<file path="src/hw/rtl/sqmm_pkg.sv">
// Shared types and constants for the square matrix multiply block.
package sqmm_pkg;

  localparam int ELEM_W = 16;
  localparam int PROD_W = 2 * ELEM_W;
  localparam int ACC_W  = 38;
  localparam int IDX_PORT_W = 4;

  localparam logic [1:0] CMD_LOAD_A  = 2'd0;
  localparam logic [1:0] CMD_LOAD_B  = 2'd1;
  localparam logic [1:0] CMD_COMPUTE = 2'd2;

  typedef enum logic [1:0] {
    ST_IDLE,
    ST_RUN,
    ST_FLUSH
  } sqmm_state_t;

  // Commands from the controller to the datapath.
  typedef struct packed {
    logic wr_a;
    logic wr_b;
    logic issue;
    logic k_first;
    logic k_last;
  } sqmm_ctl_t;

endpackage

</file>
<file path="src/hw/rtl/sqmm_ctrl.sv">
// Controller state machine: command decode and the row/column/term counters.
module sqmm_ctrl #(
  parameter int SIZE = 16
) (
  input  logic                               clk,
  input  logic                               rst_n,
  input  logic                               start,
  output logic                               busy,
  input  logic [1:0]                         in_command,
  input  logic [sqmm_pkg::IDX_PORT_W-1:0]    in_row,
  input  logic [sqmm_pkg::IDX_PORT_W-1:0]    in_col,
  output sqmm_pkg::sqmm_ctl_t                ctl,
  output logic [sqmm_pkg::IDX_PORT_W-1:0]    ctl_row,
  output logic [$clog2(SIZE)-1:0]            ctl_j,
  output logic [$clog2(SIZE)-1:0]            ctl_k
);
  import sqmm_pkg::*;

  localparam int IDX_W = $clog2(SIZE);
  localparam logic [IDX_W-1:0] IDX_LAST = IDX_W'(SIZE - 1);

  sqmm_state_t           state_r, state_nxt;
  logic                  flush_r, flush_nxt;
  logic [IDX_PORT_W-1:0] row_r, row_nxt;
  logic [IDX_W-1:0]      j_r, j_nxt;
  logic [IDX_W-1:0]      k_r, k_nxt;
  logic                  accept;
  logic                  row_ok;
  logic                  col_ok;

  assign accept = start && !busy;
  assign row_ok = 32'(in_row) < 32'(SIZE);
  assign col_ok = 32'(in_col) < 32'(SIZE);

  always_ff @(posedge clk) begin
    if (!rst_n) begin
      state_r <= ST_IDLE;
      flush_r <= 1'b0;
      j_r     <= '0;
      k_r     <= '0;
    end else begin
      state_r <= state_nxt;
      flush_r <= flush_nxt;
      j_r     <= j_nxt;
      k_r     <= k_nxt;
    end
  end

  always_ff @(posedge clk) begin
    row_r <= row_nxt;
  end

  always_comb begin
    state_nxt   = state_r;
    flush_nxt   = flush_r;
    row_nxt     = row_r;
    j_nxt       = j_r;
    k_nxt       = k_r;
    busy        = 1'b1;
    ctl         = '0;
    ctl.k_first = (k_r == '0);
    ctl.k_last  = (k_r == IDX_LAST);
    unique case (state_r)
      ST_IDLE: begin
        busy = 1'b0;
        if (accept) begin
          ctl.wr_a = (in_command == CMD_LOAD_A) && row_ok && col_ok;
          ctl.wr_b = (in_command == CMD_LOAD_B) && row_ok && col_ok;
          if ((in_command == CMD_COMPUTE) && row_ok) begin
            row_nxt   = in_row;
            j_nxt     = '0;
            k_nxt     = '0;
            state_nxt = ST_RUN;
          end
        end
      end
      ST_RUN: begin
        ctl.issue = 1'b1;
        if (k_r == IDX_LAST) begin
          k_nxt = '0;
          if (j_r == IDX_LAST) begin
            j_nxt     = '0;
            flush_nxt = 1'b0;
            state_nxt = ST_FLUSH;
          end else begin
            j_nxt = j_r + 1'b1;
          end
        end else begin
          k_nxt = k_r + 1'b1;
        end
      end
      ST_FLUSH: begin
        // Waiting here until flush_r is set lets the last term pass the read and multiply stages.
        flush_nxt = 1'b1;
        if (flush_r) begin
          state_nxt = ST_IDLE;
        end
      end
      default: begin
        state_nxt = ST_IDLE;
      end
    endcase
  end

  assign ctl_row = row_r;
  assign ctl_j   = j_r;
  assign ctl_k   = k_r;

  a_issue_runs: assert property (@(posedge clk) disable iff (!rst_n)
    ctl.issue && !ctl.k_last |=> ctl.issue)
    else $error("term issue stopped inside a dot product");

  a_drain_quiet: assert property (@(posedge clk) disable iff (!rst_n)
    busy && !ctl.issue |=> !ctl.issue)
    else $error("term issued while draining");

  a_busy_cause: assert property (@(posedge clk) disable iff (!rst_n)
    $rose(busy) |-> $past(start && in_command == CMD_COMPUTE))
    else $error("busy rose without an accepted compute item");

endmodule

</file>
<file path="config.mk">
export PLATFORM = sky130hd
export DESIGN_NAME = sqmm_ctrl
export DESIGN_NICKNAME = d
export VERILOG_FILES = /design/src/hw/rtl/sqmm_pkg.sv /design/src/hw/rtl/sqmm_ctrl.sv
export SDC_FILE = /design/constraint.sdc
export NUM_CORES = 1
export LEC_CHECK = 0
export ABC_AREA = 1
export ABC_CLOCK_PERIOD_IN_PS = 3760
export BUFFER_PORTS_ARGS = -buffer_cell sky130_fd_sc_hd__buf_2
export CORE_UTILIZATION = 50
export DETAILED_ROUTE_END_ITERATION = 8
export HOLD_SLACK_MARGIN = 0.1
export PLACE_DENSITY = 0.8
export SYNTH_ARGS = -nofsm -noshare
export SYNTH_HDL_FRONTEND = slang
export SYNTH_SLANG_ARGS = --single-unit
export TNS_END_PERCENT = 100
</file>
<file path="constraint.sdc">
create_clock -name clk -period 3.76 [get_ports clk]
set_input_delay 0.752 -clock clk [delete_from_list [all_inputs] [get_ports clk]]
set_output_delay 0.752 -clock clk [all_outputs]
set_load 0.02 [all_outputs]
</file>
==> qor.yml <==
grt.overflow.total: 0
antenna_found_initial: 0
critPathArrivalTime_ps: 1400
pin_count: 31
firstDrtPassIters: 4
post-route-util_pct: 69.1
synth_top_cell_area_share_pct: 28.3
min_path_type: "reg -> reg"
cts_hold_buf: 0
hpwl_mm: 1.19
num_vias: 744
fin_crit_ps: 2150
clock-sinks: 15
cap_violations: 0
die_area_sq_mm: 0.00172
die_y_microns: 41.4
power.static_leakage_nw: 0.464
path_clk_slew_ps: 80
drt_first_iter_violations: 13
syn_inst: 100
synth_cell_type_count: 24
fillers: 122
design.core.area_sq_mm: 0.00137
post-place-ws_ps: 1610
cts-root-buf: "clkbuf_4"
worstMarginPinSlew_ps: 274
ys_ff_latch: 15
gp_congestion: 0.800
crit_path_max_fanout: 2
cts_buffers: 3
detail_route.wl_per_cell_microns: 10.9
ctsResizeCount: 0
synth_nets: 116
yosys-top-cells-area: "dfxtp_1 (28%), edfxtp_1 (15%), nand2_1 (10%)"
postPlaceCellArea_sq_um: 918
fin_skew_ps: 0.853
seq_area_sq_um: 340
gr-usage-all-layers_pct: 20.4
setup_viol: 0
fin_setup_tns_ps: 0
syn_area_sq_um: 777
yosys.area.top_type: "dfxtp_1"
multiInputGateArea_sq_um: 362
rows: 13
status: "complete, no violations"
startpoint_type: "primary input"
wl_mm: 1.57
drive_gt1_share_pct: 28.7
yosys_warnings: 0
start_util_pct: 56.9
vias_per_cell: 5.17
finalHoldViolCount: 0
slew_headroom_pct: 81.6
crit_required_ps: 3010
area_growth_pct: 21.6
power_density_mw_per_mm2: 396
critical_path_class: "in -> out"
io_buffers: 26
finalInstanceArea_sq_um: 945
die_w_microns: 41.4
cts_tree: "done"
peakVddDrop_uv: 287
rsz0062_at_grt: "no"
fin_nets: 146
post-route-period-util_pct: 57.2
grt_pass1_wl_mm: 2.69
synth-seq-area-share_pct: 43.8
ant_nets: 0
report.final.slew_viol_count: 0
clk_path_buf_depth: 2
crit_path_end_kind: "output pin"
htree_num_levels: 1
drc: 0
dp.cells: 140
grt_pass1_vias: 641
antenna_cells: 0
final_cells: 144
clk_latency_ps: 280
grt_max_degree: 11
max_freq_mhz: 465
syn_avg_cell_area_sq_um: 7.77
fin_ws_ps: 1610
postCtsSetupBuffers: 0
-- path summary, 6_finish.rpt --
| path | from | to | slack (ps) | depth (start not counted) |
|---|---|---|---|---|
| max reg2reg | ctl_k[0] | state_r[1] | 2440 | 7 |
| max | start | ctl[3] | 1610 | 6 |
| min reg2reg | flush_r | flush_r | 470 | 2 |
| min | flush_r | flush_r | 470 | 2 |
-- power by group --
| group | switching (mW) | internal [mW] | total (mW) |
|---|---|---|---|
| Combinational | 0.0682 | 0.0318 | 0.0999 |
| Sequential | 0.00836 | 0.175 | 0.184 |
| Clock | 0.0491 | 0.0411 | 0.0903 |
-- cell usage in the layout, fill, tap and decap left out, drive strengths merged --
cell	instances
dfxtp	11
nand3	11
inv	17
a22oi	1
o21ai	2
ha	3
nand4	2
edfxtp	4
nand3b	1
clkbuf	4
nor2	8
a21boi	1
buf	26
or2	2
clkinv	1
a31oi	1
a21oi	9
nor3	2
nand2	23
-- routing by layer --
layer	share of wire, %	track usage (%)
met1	44	25.6
met5	0	0
met2	51	33.4
met4	1.1	11.6
met3	4.5	2.61
-- kinds of logic after synthesis --
kind of cell    Yosys count  share of synthesized area, %
buf+inv                  19                          9.66
fa+ha+maj                 3                          4.83
simple gates             49                          31.4
compound gates           14                          10.3
flops                    15                          43.8
-- worst max-delay path, cell delays in order --
cell    delay (ps)
buf_2           90
inv_1           30
nor2_1         120
inv_1           70
nor3_1         140
buf_2          190
-- cell type report --
type / count / area share (%)
Multi-Input combinational cell: 66 / 38.3
Timing Repair Buffer: 26 / 13.8
Sequential cell: 15 / 36.0
Inverter: 18 / 7.15
Clock buffer: 4 / 2.78
Tap cell: 15 / 1.99
-- registers in the layout, summed over array words and instances (netlist names) --
signal / flops
ctl_row: 4
flush_r: 1
ctl_j: 4
ctl_k: 4
state_r: 2
-- cell usage after synthesis --
library cell and number:
a21boi_0 1, inv_1 17, a22oi_1 1, dfxtp_1 11
nand4_1 2, a21oi_2 1, o21ai_1 1, edfxtp_1 4
nor2_4 1, nand3_2 1, a31oi_1 1, nor3_1 2
nand3_4 1, nor2_1 7, nand3b_1 1, buf_4 1
o21ai_0 1, nand3_1 9, ha_1 3, nand2_2 2
nand2_1 21, a21oi_1 8, or2_2 2, clkinv_1 1
-- through the flow --
step	hold WS [ps]	power, mW
after floorplan	444	0.259
after global placement	457	0.283
after detailed placement	465	0.286
after CTS	477	0.378
after global routing	503	0.395
final	470	0.374
Power figures use the tool's default switching activity.
